<file path="config.mk">
export PLATFORM = sky130hd
export DESIGN_NAME = iee_alu
export DESIGN_NICKNAME = d
export VERILOG_FILES = /design/src/sv/iee_pkg.sv /design/src/sv/iee_alu.sv
export SDC_FILE = /design/constraint.sdc
export NUM_CORES = 2
export LEC_CHECK = 0
export ABC_AREA = 0
export BUFFER_PORTS_ARGS = -buffer_cell sky130_fd_sc_hd__buf_4
export CAP_MARGIN = 15
export CORE_AREA = 2 2 313 546
export CTS_CLUSTER_DIAMETER = 120
export CTS_CLUSTER_SIZE = 10
export DETAILED_ROUTE_END_ITERATION = 8
export DIE_AREA = 0 0 315 548
export GPL_ROUTABILITY_DRIVEN = 0
export GPL_TIMING_DRIVEN = 1
export PLACE_DENSITY = 0.71
export SYNTH_ARGS = -nofsm -noshare
export SYNTH_HDL_FRONTEND = slang
export SYNTH_SLANG_ARGS = --single-unit
</file>
<file path="constraint.sdc">
create_clock -name clk -period 10.3 [get_ports clk]
set_input_delay 3.09 -clock clk [delete_from_list [all_inputs] [get_ports clk]]
set_output_delay 3.09 -clock clk [all_outputs]
set_load 0.02 [all_outputs]
</file>
<file path="src/sv/iee_pkg.sv">
// Shared constants, types and saturation helpers of the expression evaluator.
// No dependencies; used by iee_alu and infix_expression_evaluator_core.
package iee_pkg;

  localparam int STACK_DEPTH     = 16;
  localparam int FRAC_BITS       = 32;
  localparam int MAX_FRAC_DIGITS = 9;

  localparam int PTR_W    = $clog2(STACK_DEPTH);
  localparam int CNT_W    = $clog2(STACK_DEPTH + 1);
  localparam int INT_W    = 64 - FRAC_BITS;
  localparam int FDIG_W   = 40;
  localparam int DIV_ITER = 64 + FRAC_BITS;
  localparam int ITER_W   = $clog2(DIV_ITER + 1);

  localparam logic [63:0] SIGN_BIT = 64'h8000_0000_0000_0000;
  localparam logic [63:0] POS_MAX  = 64'h7FFF_FFFF_FFFF_FFFF;
  localparam logic [63:0] DIV_MIN  =
    64'(((64'd1 << FRAC_BITS) + 64'd999999999) / 64'd1000000000);
  localparam logic [INT_W-1:0] INT_CAP = INT_W'(1) << (63 - FRAC_BITS);
  localparam logic [127:0] MUL_HALF = 128'd1 << (FRAC_BITS - 1);

  localparam logic [63:0] POW10 [16] = '{
    64'd1, 64'd10, 64'd100, 64'd1000, 64'd10000, 64'd100000, 64'd1000000,
    64'd10000000, 64'd100000000, 64'd1000000000, 64'd10000000000,
    64'd100000000000, 64'd1000000000000, 64'd10000000000000,
    64'd100000000000000, 64'd1000000000000000
  };

  typedef enum logic [2:0] {
    OP_LP  = 3'd0,
    OP_ADD = 3'd1,
    OP_SUB = 3'd2,
    OP_MUL = 3'd3,
    OP_DIV = 3'd4
  } op_t;

  typedef enum logic [2:0] {
    ALU_ADD,
    ALU_SUB,
    ALU_MUL,
    ALU_DIV,
    ALU_CONV
  } alu_op_t;

  typedef struct packed {
    logic    start;
    alu_op_t op;
  } alu_req_t;

  typedef struct packed {
    logic done;
    logic err;
  } alu_rsp_t;

  typedef struct packed {
    logic        err;
    logic [63:0] val;
  } sat_t;

  function automatic logic [1:0] prio(op_t op);
    case (op)
      OP_ADD, OP_SUB: prio = 2'd1;
      OP_MUL, OP_DIV: prio = 2'd2;
      default:        prio = 2'd0;
    endcase
  endfunction

  function automatic logic [63:0] mag_of(logic [63:0] v);
    mag_of = v[63] ? (64'd0 - v) : v;
  endfunction

  function automatic sat_t from_mag(logic neg, logic [63:0] mag, logic ovf);
    sat_t s;
    if (neg) begin
      if (ovf || (mag > SIGN_BIT)) begin
        s.err = 1'b1;
        s.val = SIGN_BIT;
      end else begin
        s.err = 1'b0;
        s.val = 64'd0 - mag;
      end
    end else begin
      if (ovf || (mag > POS_MAX)) begin
        s.err = 1'b1;
        s.val = POS_MAX;
      end else begin
        s.err = 1'b0;
        s.val = mag;
      end
    end
    from_mag = s;
  endfunction

endpackage

</file>
<file path="src/sv/iee_alu.sv">
// Shared arithmetic unit: signed fixed-point add, subtract, multi-cycle multiply
// and bit-serial divide, plus unsigned fraction conversion. Depends on iee_pkg.
module iee_alu (
  input  logic               clk,
  input  logic               rst_n,
  input  iee_pkg::alu_req_t  req,
  input  logic [63:0]        opa,
  input  logic [63:0]        opb,
  output iee_pkg::alu_rsp_t  rsp,
  output logic [63:0]        res
);

  typedef enum logic [2:0] {
    A_IDLE,
    A_MULP,
    A_MULA,
    A_DIV,
    A_RND,
    A_FIN
  } astate_t;

  astate_t                       state_r, state_nxt;
  iee_pkg::alu_op_t              op_r, op_nxt;
  logic                          neg_r, neg_nxt;
  logic [63:0]                   a_r, a_nxt;
  logic [63:0]                   b_r, b_nxt;
  logic [63:0]                   ma_r, ma_nxt;
  logic [63:0]                   mb_r, mb_nxt;
  logic [63:0]                   prod_r, prod_nxt;
  logic [127:0]                  acc_r, acc_nxt;
  logic [1:0]                    mc_r, mc_nxt;
  logic [iee_pkg::DIV_ITER-1:0]  dvd_r, dvd_nxt;
  logic [63:0]                   rem_r, rem_nxt;
  logic [63:0]                   q_r, q_nxt;
  logic                          ovf_r, ovf_nxt;
  logic                          small_r, small_nxt;
  logic [iee_pkg::ITER_W-1:0]    it_r, it_nxt;

  logic [63:0]   ma_in, mb_in;
  logic [31:0]   ah, bh;
  logic [6:0]    sh;
  logic [63:0]   rem_sh, q_sh, s;
  iee_pkg::sat_t sat;

  always_comb begin
    state_nxt = state_r;
    op_nxt    = op_r;
    neg_nxt   = neg_r;
    a_nxt     = a_r;
    b_nxt     = b_r;
    ma_nxt    = ma_r;
    mb_nxt    = mb_r;
    prod_nxt  = prod_r;
    acc_nxt   = acc_r;
    mc_nxt    = mc_r;
    dvd_nxt   = dvd_r;
    rem_nxt   = rem_r;
    q_nxt     = q_r;
    ovf_nxt   = ovf_r;
    small_nxt = small_r;
    it_nxt    = it_r;
    rsp       = '0;
    res       = 64'd0;
    ma_in     = iee_pkg::mag_of(opa);
    mb_in     = iee_pkg::mag_of(opb);
    ah        = mc_r[0] ? ma_r[63:32] : ma_r[31:0];
    bh        = mc_r[1] ? mb_r[63:32] : mb_r[31:0];
    sh        = {mc_r[0] & mc_r[1], mc_r[0] ^ mc_r[1], 5'd0};
    rem_sh    = {rem_r[62:0], dvd_r[iee_pkg::DIV_ITER-1]};
    q_sh      = {q_r[62:0], 1'b0};
    s         = 64'd0;
    sat       = '0;

    unique case (state_r)
      A_IDLE: begin
        if (req.start) begin
          op_nxt    = req.op;
          neg_nxt   = opa[63] ^ opb[63];
          a_nxt     = opa;
          b_nxt     = opb;
          ma_nxt    = ma_in;
          mb_nxt    = mb_in;
          acc_nxt   = iee_pkg::MUL_HALF;
          mc_nxt    = 2'd0;
          dvd_nxt   = {ma_in, {iee_pkg::FRAC_BITS{1'b0}}};
          rem_nxt   = 64'd0;
          q_nxt     = 64'd0;
          ovf_nxt   = 1'b0;
          it_nxt    = iee_pkg::ITER_W'(iee_pkg::DIV_ITER);
          small_nxt = (req.op == iee_pkg::ALU_DIV) && (mb_in < iee_pkg::DIV_MIN);
          unique case (req.op)
            iee_pkg::ALU_MUL:  state_nxt = A_MULP;
            iee_pkg::ALU_DIV:  state_nxt = (mb_in < iee_pkg::DIV_MIN) ? A_FIN : A_DIV;
            iee_pkg::ALU_CONV: state_nxt = A_DIV;
            default:           state_nxt = A_FIN;
          endcase
        end
      end
      A_MULP: begin
        prod_nxt  = {32'd0, ah} * {32'd0, bh};
        state_nxt = A_MULA;
      end
      A_MULA: begin
        acc_nxt   = acc_r + ({64'd0, prod_r} << sh);
        mc_nxt    = mc_r + 2'd1;
        state_nxt = (mc_r == 2'd3) ? A_FIN : A_MULP;
      end
      A_DIV: begin
        if (q_r[63]) begin
          ovf_nxt = 1'b1;
        end
        if (rem_sh >= mb_r) begin
          rem_nxt = rem_sh - mb_r;
          q_nxt   = q_sh | 64'd1;
        end else begin
          rem_nxt = rem_sh;
          q_nxt   = q_sh;
        end
        dvd_nxt = dvd_r << 1;
        it_nxt  = it_r - iee_pkg::ITER_W'(1);
        if (it_r == iee_pkg::ITER_W'(1)) begin
          state_nxt = A_RND;
        end
      end
      A_RND: begin
        if (rem_r >= (mb_r - rem_r)) begin
          if (&q_r) begin
            ovf_nxt = 1'b1;
          end
          q_nxt = q_r + 64'd1;
        end
        state_nxt = A_FIN;
      end
      A_FIN: begin
        rsp.done  = 1'b1;
        state_nxt = A_IDLE;
        unique case (op_r)
          iee_pkg::ALU_ADD: begin
            s = a_r + b_r;
            if ((a_r[63] == b_r[63]) && (s[63] != a_r[63])) begin
              rsp.err = 1'b1;
              s = a_r[63] ? iee_pkg::SIGN_BIT : iee_pkg::POS_MAX;
            end
            res = s;
          end
          iee_pkg::ALU_SUB: begin
            s = a_r - b_r;
            if ((a_r[63] != b_r[63]) && (s[63] != a_r[63])) begin
              rsp.err = 1'b1;
              s = a_r[63] ? iee_pkg::SIGN_BIT : iee_pkg::POS_MAX;
            end
            res = s;
          end
          iee_pkg::ALU_MUL: begin
            sat = iee_pkg::from_mag(neg_r, acc_r[iee_pkg::FRAC_BITS+63:iee_pkg::FRAC_BITS],
                                    |acc_r[127:iee_pkg::FRAC_BITS+64]);
            rsp.err = sat.err;
            res     = sat.val;
          end
          iee_pkg::ALU_DIV: begin
            if (small_r) begin
              rsp.err = 1'b1;
              res     = 64'd0;
            end else begin
              sat     = iee_pkg::from_mag(neg_r, q_r, ovf_r);
              rsp.err = sat.err;
              res     = sat.val;
            end
          end
          default: begin
            res = q_r;
          end
        endcase
      end
      default: state_nxt = A_IDLE;
    endcase
  end

  always_ff @(posedge clk) begin
    if (!rst_n) begin
      state_r <= A_IDLE;
    end else begin
      state_r <= state_nxt;
    end
    op_r    <= op_nxt;
    neg_r   <= neg_nxt;
    a_r     <= a_nxt;
    b_r     <= b_nxt;
    ma_r    <= ma_nxt;
    mb_r    <= mb_nxt;
    prod_r  <= prod_nxt;
    acc_r   <= acc_nxt;
    mc_r    <= mc_nxt;
    dvd_r   <= dvd_nxt;
    rem_r   <= rem_nxt;
    q_r     <= q_nxt;
    ovf_r   <= ovf_nxt;
    small_r <= small_nxt;
    it_r    <= it_nxt;
  end

endmodule

</file>
* Word level (Yosys, flattened, before mapping)
Index checks and enable logic that the tools add are counted.
W data, S select, Z words.
** Storage, ports and cells
- Register bits after elaboration :: 690
- Bits of input ports :: 134
- Word-level logic and storage cells :: 128
** Operators by class
- Add/subtract/negate cells :: 12
- Multipliers :: 1
- $lt $le $gt $ge :: 7
- Eq/ne operators :: 22
- Shifts and indexed selects :: 1
- Muxes and demuxes :: 46
- Bitwise logic cells :: 3
- Reductions and logical operators :: 20
** Operator list (number)
- $mux W64 :: 10
- $mux W65 :: 6
- $pmux W128 S2 :: 1
- $pmux W64 S4 :: 1
- $sub A1 B64 Y64 const A :: 4
- $pmux W64 S3 :: 1
- $pmux W96 S2 :: 1
- $sub A64 B64 Y64 :: 3
- $add A128 B128 Y128 :: 1
- $ge A64 B64 Y1 :: 2
- $gt A64 B63 Y1 const B :: 2
- $gt A64 B64 Y1 const B :: 2
- $mux W128 :: 1
- $pmux W64 S2 :: 1
- $shl A64 B7 Y128 :: 1
- $mux W96 :: 1
- $add A64 B1 Y64 const B :: 1
- $add A64 B64 Y64 :: 1
- $lt A64 B3 Y1 const B :: 1
- $mul A32 B32 Y64 :: 1
- $mux W32 :: 2
- $reduce_and A64 Y1 :: 1
- $reduce_or A32 Y1 :: 1
- $eq A3 B2 Y1 const B :: 6
- 29 further kinds :: 60

* Longest topological paths before layout
- Word-level depth :: 7
- Depth in mapped cells :: 35
- Depth with buffers taken out :: 31

* Worst setup path after synthesis
OpenSTA, ideal clock, no wires.
- Kind :: register to register
- Start point :: register mc_r[0]
- End point :: register prod_r[62] (data pin)
- Data arrival time :: 8998 ps
- Setup slack :: 1044 ps
- Stages on the path, launching flop included :: 33
- Period minus slack after synthesis :: 9256 ps
- Path through :: edfxtp_1 > clkbuf_1 > buf_1 > mux2i_1 > clkbuf_1 > nor2_1 > fa_1 > inv_1 > fa_1 > fa_1 > fa_1 > inv_1 > fa_1 > inv_1 > fa_1 > inv_1 > fa_1 > fa_1 > ha_1 > and2_0 > clkbuf_1 > nand3_1 > or4_1 > a21o_1 > a211oi_1 > o211ai_1 > a2111oi_0 > o211ai_1 > a21oi_1 > o41ai_1 > o21bai_1 > a21oi_1 > xnor2_1
** On the way
- Word-level cells in the longest chain between the ends :: 2
** Ends and longest elaborated chain
- start: declaration :: RTL line iee_alu.sv:31 : logic [1:0] mc_r, mc_nxt;
- start signal: assignment :: RTL line iee_alu.sv:193 : mc_r <= mc_nxt;
- $mux W32 :: RTL line iee_alu.sv:66 : ah = mc_r[0] ? ma_r[63:32] : ma_r[31:0];
- $mul A32 B32 Y64 :: RTL line iee_alu.sv:100 : prod_nxt = {32'd0, ah} * {32'd0, bh};
- end signal: assignment :: RTL line iee_alu.sv:191 : prod_r <= prod_nxt;
- end: declaration :: RTL line iee_alu.sv:29 : logic [63:0] prod_r, prod_nxt;
Every way passes these cells.
A chain may end at the register's enable or synchronous reset.

* Final worst setup path
- Start point :: register a_r[4]
- End point :: output port res[50]
** On the way
- Word-level cells in the longest chain between the ends :: 6
- Elaborated cells on any way between the ends :: 10
- Those cells by class :: add/sub (2); eq/ne (2); mux (4); reduce/logical (2)
** Ends and longest elaborated chain
- start: declaration :: RTL line iee_alu.sv:25 : logic [63:0] a_r, a_nxt;
- start signal: assignment :: RTL line iee_alu.sv:187 : a_r <= a_nxt;
- $sub A64 B64 Y64 or $add A64 B64 Y64 (tied branches) :: RTL line iee_alu.sv:147, iee_alu.sv:139
- $ne A1 B1 Y1, on equally long branches :: RTL line iee_alu.sv:148, iee_alu.sv:140
- $logic_and A1 B1 Y1, on equally long branches :: RTL line iee_alu.sv:148, iee_alu.sv:140
- $mux W64, on equally long branches :: RTL line iee_alu.sv:148, iee_alu.sv:140
- $pmux W64 S4 (*) :: RTL line iee_alu.sv:137 : unique case (op_r)
- $mux W64 (*) :: RTL line iee_alu.sv:74 : unique case (state_r)
- end: declaration :: RTL line iee_alu.sv:10 : output logic [63:0] res
Mark *: on every way between the ends. The rest lies on a longest branch, timed or not.

==> metrics.yaml <==
status:
  status: "finished with violations"
  violations: "DRC"
timing:
  setup_violations: 0
  grt_setup_unrepaired: "false"
  drv_slew: 0
  relSlewSlack_pct: 4.34
  worst_pin_slew_ps: 1420
  final_period_minus_worst_setup_slack_ps: 10140
  finalSetupTns_ps: 0
  hold_violations: 0
  fmax_ghz: 0.0986
  skew_ps: 79.0
  final.period_utilization_pct: 98.5
yosys:
  synth_sequential_area_ratio_pct: 21.4
  syn_inst: 10900
  ys_seq_elements: 656
  synthArstFlopShare_pct: 0
  syn_area_per_cell_um2: 8.46
  syn-num-nets: 12600
  synth_top_cell_area_share_pct: 21.3
  yosysWarnings: 0
  synth_flop_cell: "edfxtp_1"
  synth_top_area_cell: "edfxtp_1"
  synth.area.top_cells: "edfxtp_1 (21%), fa_1 (20%), ha_1 (9.7%)"
  netlist_area_um2: 92000
  ys_types: 94
  synth_edf_count: 653
floorplan:
  fp.dieW_um: 315
  dieArea_um2: 173000
  die_h_um: 548
  initial_core_util_pct: 54.7
  io-pin-count: 200
  core_area_um2: 168000
  rows: 199
clock_tree:
  root_buffer: "clkbuf_16"
  cts_sinks: 656
  insertion_delay_ps: 740
  clk_path_buf_depth: 3
  cts-hold-fix-buffers: 0
  clk_pin_slew_worst_paths_ps: 60
  cts_tree: "yes"
  cts_buffers: 76
  htreeDepth: 3
grt:
  grt_pass1_vias: 86400
  gr-total-overflow: 0
  grt_pass1_wl_um: 548000
  grtUsageTotal_pct: 43.2
  grt_max_degree: 186
  antenna_found_initial: 53
setup_path:
  end_kind: "primary output"
  rr_startpoint: "mb_r[37]"
  r2r_setup_slack_ps: 330
  critical-path-max-stage-delay_ps: 610
  worstReg2RegEnd: "prod_r[52]"
  crit_buf_inv: 4
  reg2regPathDepth: 32
  path_cells: "ha_1 -> a21o_1 -> a211o_1 -> o21ai_1 -> a211oi_1 -> buf_4 -> o211ai_1 -> a21oi_2 -> o31ai_2 -> o21ai_1 -> a31oi_1 -> a21oi_1 -> a21oi_1 -> o21ai_0 -> o21ai_1 -> fa_1 -> and3_1 -> or3_1 -> buf_12 -> a21oi_1 -> a2111oi_0 -> a221oi_1 -> buf_4 -> buf_4"
  cp_data_arrival_time_ps: 7050
  crit_path_max_fanout: 49
  critPathLaunchType: "flop"
  cp.required_ps: 7210
  cpMaxStageDelayCell: "a221oi_1"
  path_delay_family: "compound AO/OA/AOI/OAI gates"
  crit_type: "flop to primary output"
drt:
  num_vias: 87300
  ant_nets: 0
  drt_wl_total_um: 377000
  drt-wirelength-per-cell_um: 28.9
  drc: 6
  via_per_inst: 6.69
  drt_iter0_drc: 11800
  firstDrtPassIters: 9
min_path:
  hp-class: "flop to flop"
  min_path_cells: 2
  hold_path_end: "dvd_r[48]"
  hp-start: "dvd_r[47]"
job:
  drv_cap: 0
cells_and_area:
  final_common_cell: "nor2_1"
  area_delta_synth_final_pct: 7.06
  fill_cells: 14700
  mostFrequentLayoutCells: "nor2_1 (1458), inv_1 (1297), nand2_1 (990), fa_1 (901), ha_1 (711)"
  drive_gt1_share_pct: 6.50
  final_nets: 12500
place:
  post-dp-hpwl_um: 295000
  port-buffer-count: 199
-- metrics by stage --
step | utilization, % | worst slack [ps] | instance area [um2] | instances | hold WS, ps
after global placement | 57.1 | 505 | 96000 | 12900 | 518
after global routing | 58.5 | 4.94 | 98400 | 13000 | 564
final | 58.6 | 157 | 98500 | 13100 | 536
after detailed placement | 57.1 | 541 | 96000 | 12900 | 526
after CTS | 58.4 | 157 | 98100 | 13000 | 539
after floorplan | - | 1040 | 92000 | 10900 | 484
-- Yosys cell counts, types with 66 or more instances --
cell / number
nand2b_1: 79
nand2_1: 995
a21oi_1: 706
xnor2_1: 444
nor4_1: 103
nor2b_1: 94
o21bai_1: 101
clkbuf_1: 518
nor3_1: 167
fa_1: 902
nand4_1: 154
a31oi_1: 103
or3_1: 71
a221oi_1: 66
o31ai_1: 82
o21ai_1: 66
nor2_1: 1462
a21o_1: 219
nand3_1: 151
mux2i_1: 119
o21ai_0: 487
ha_1: 715
edfxtp_1: 653
o21a_1: 91
inv_1: 1298
xor2_1: 142
-- state kept, by name (all words and copies together), names as in the netlist, 2 cells and up --
| name | count |
|---|---|
| op_r | 3 |
| mb_r | 63 |
| state_r | 3 |
| b_r | 64 |
| it_r | 7 |
| rem_r | 64 |
| mc_r | 2 |
| prod_r | 64 |
| ma_r | 63 |
| q_r | 64 |
| acc_r | 128 |
| a_r | 64 |
| dvd_r | 64 |
-- layer usage --
metal	wire, um	vias to the layer above	track usage, %
li1	-	37000	-
met1	116000	41700	44.5
met2	169000	6308	67.8
met3	43600	2304	13.5
met4	48900	24	43.8
met5	158	-	0
-- worst register-to-register path, delay by kind of cell, from the launching register on --
kind            cells  cell delay [ps]
xor+xnor            1              150
fa+ha+maj           9             4340
simple gates        5              920
buf+inv             7              910
compound gates     10             2790
flops               1              590
-- logic make-up (layout without fill, tap and decap cells) --
kind of cell | Yosys count | in the layout | synth area share, %
DFF | 656 | 656 | 21.4
xor gates and xnor gates | 586 | 586 | 5.58
muxes | 161 | 161 | 1.81
other | 0 | 35 | 0
adders and majority gates | 1617 | 1617 | 29.4
and+or+nand+nor | 3553 | 3553 | 17.4
buffers and inverters | 1879 | 1818 | 7.69
AOI/OAI and AO/OA | 2420 | 2420 | 16.8
-- how the worst max path moves through the flow --
stage                     startpoint    endpoint  slack [ps]  cells past startpoint
final                         a_r[4]     res[50]         160                     24
after global routing         mc_r[1]  prod_r[62]           5                     32
after CTS                     a_r[4]     res[50]         160                     24
after detailed placement     mc_r[1]  prod_r[59]         540                     29
after global placement       mc_r[1]  prod_r[62]         500                     32
after floorplan              mc_r[0]  prod_r[62]        1040                     32
-- final cells by class --
type | instances | area, um2 | area share (%)
Clock buffer | 84 | 1930 | 1.96
Clock inverter | 9 | 196 | 0.199
Antenna cell | 35 | 87.6 | 0.0889
Tap cell | 2211 | 2770 | 2.81
Multi-Input combinational cell | 8337 | 65600 | 66.6
Timing Repair Buffer | 422 | 3360 | 3.42
Sequential cell | 656 | 19700 | 20.0
Inverter | 1303 | 4900 | 4.97
-- timing repair --
item / 4_1_cts / 5_1_grt
setup endpoints to repair: 0 / 44
setup buffers: 0 / 4
resized for setup: 0 / 14
Power is not shown: default switching activity piles up to over one toggle a cycle in this logic, so the estimate is an artifact.
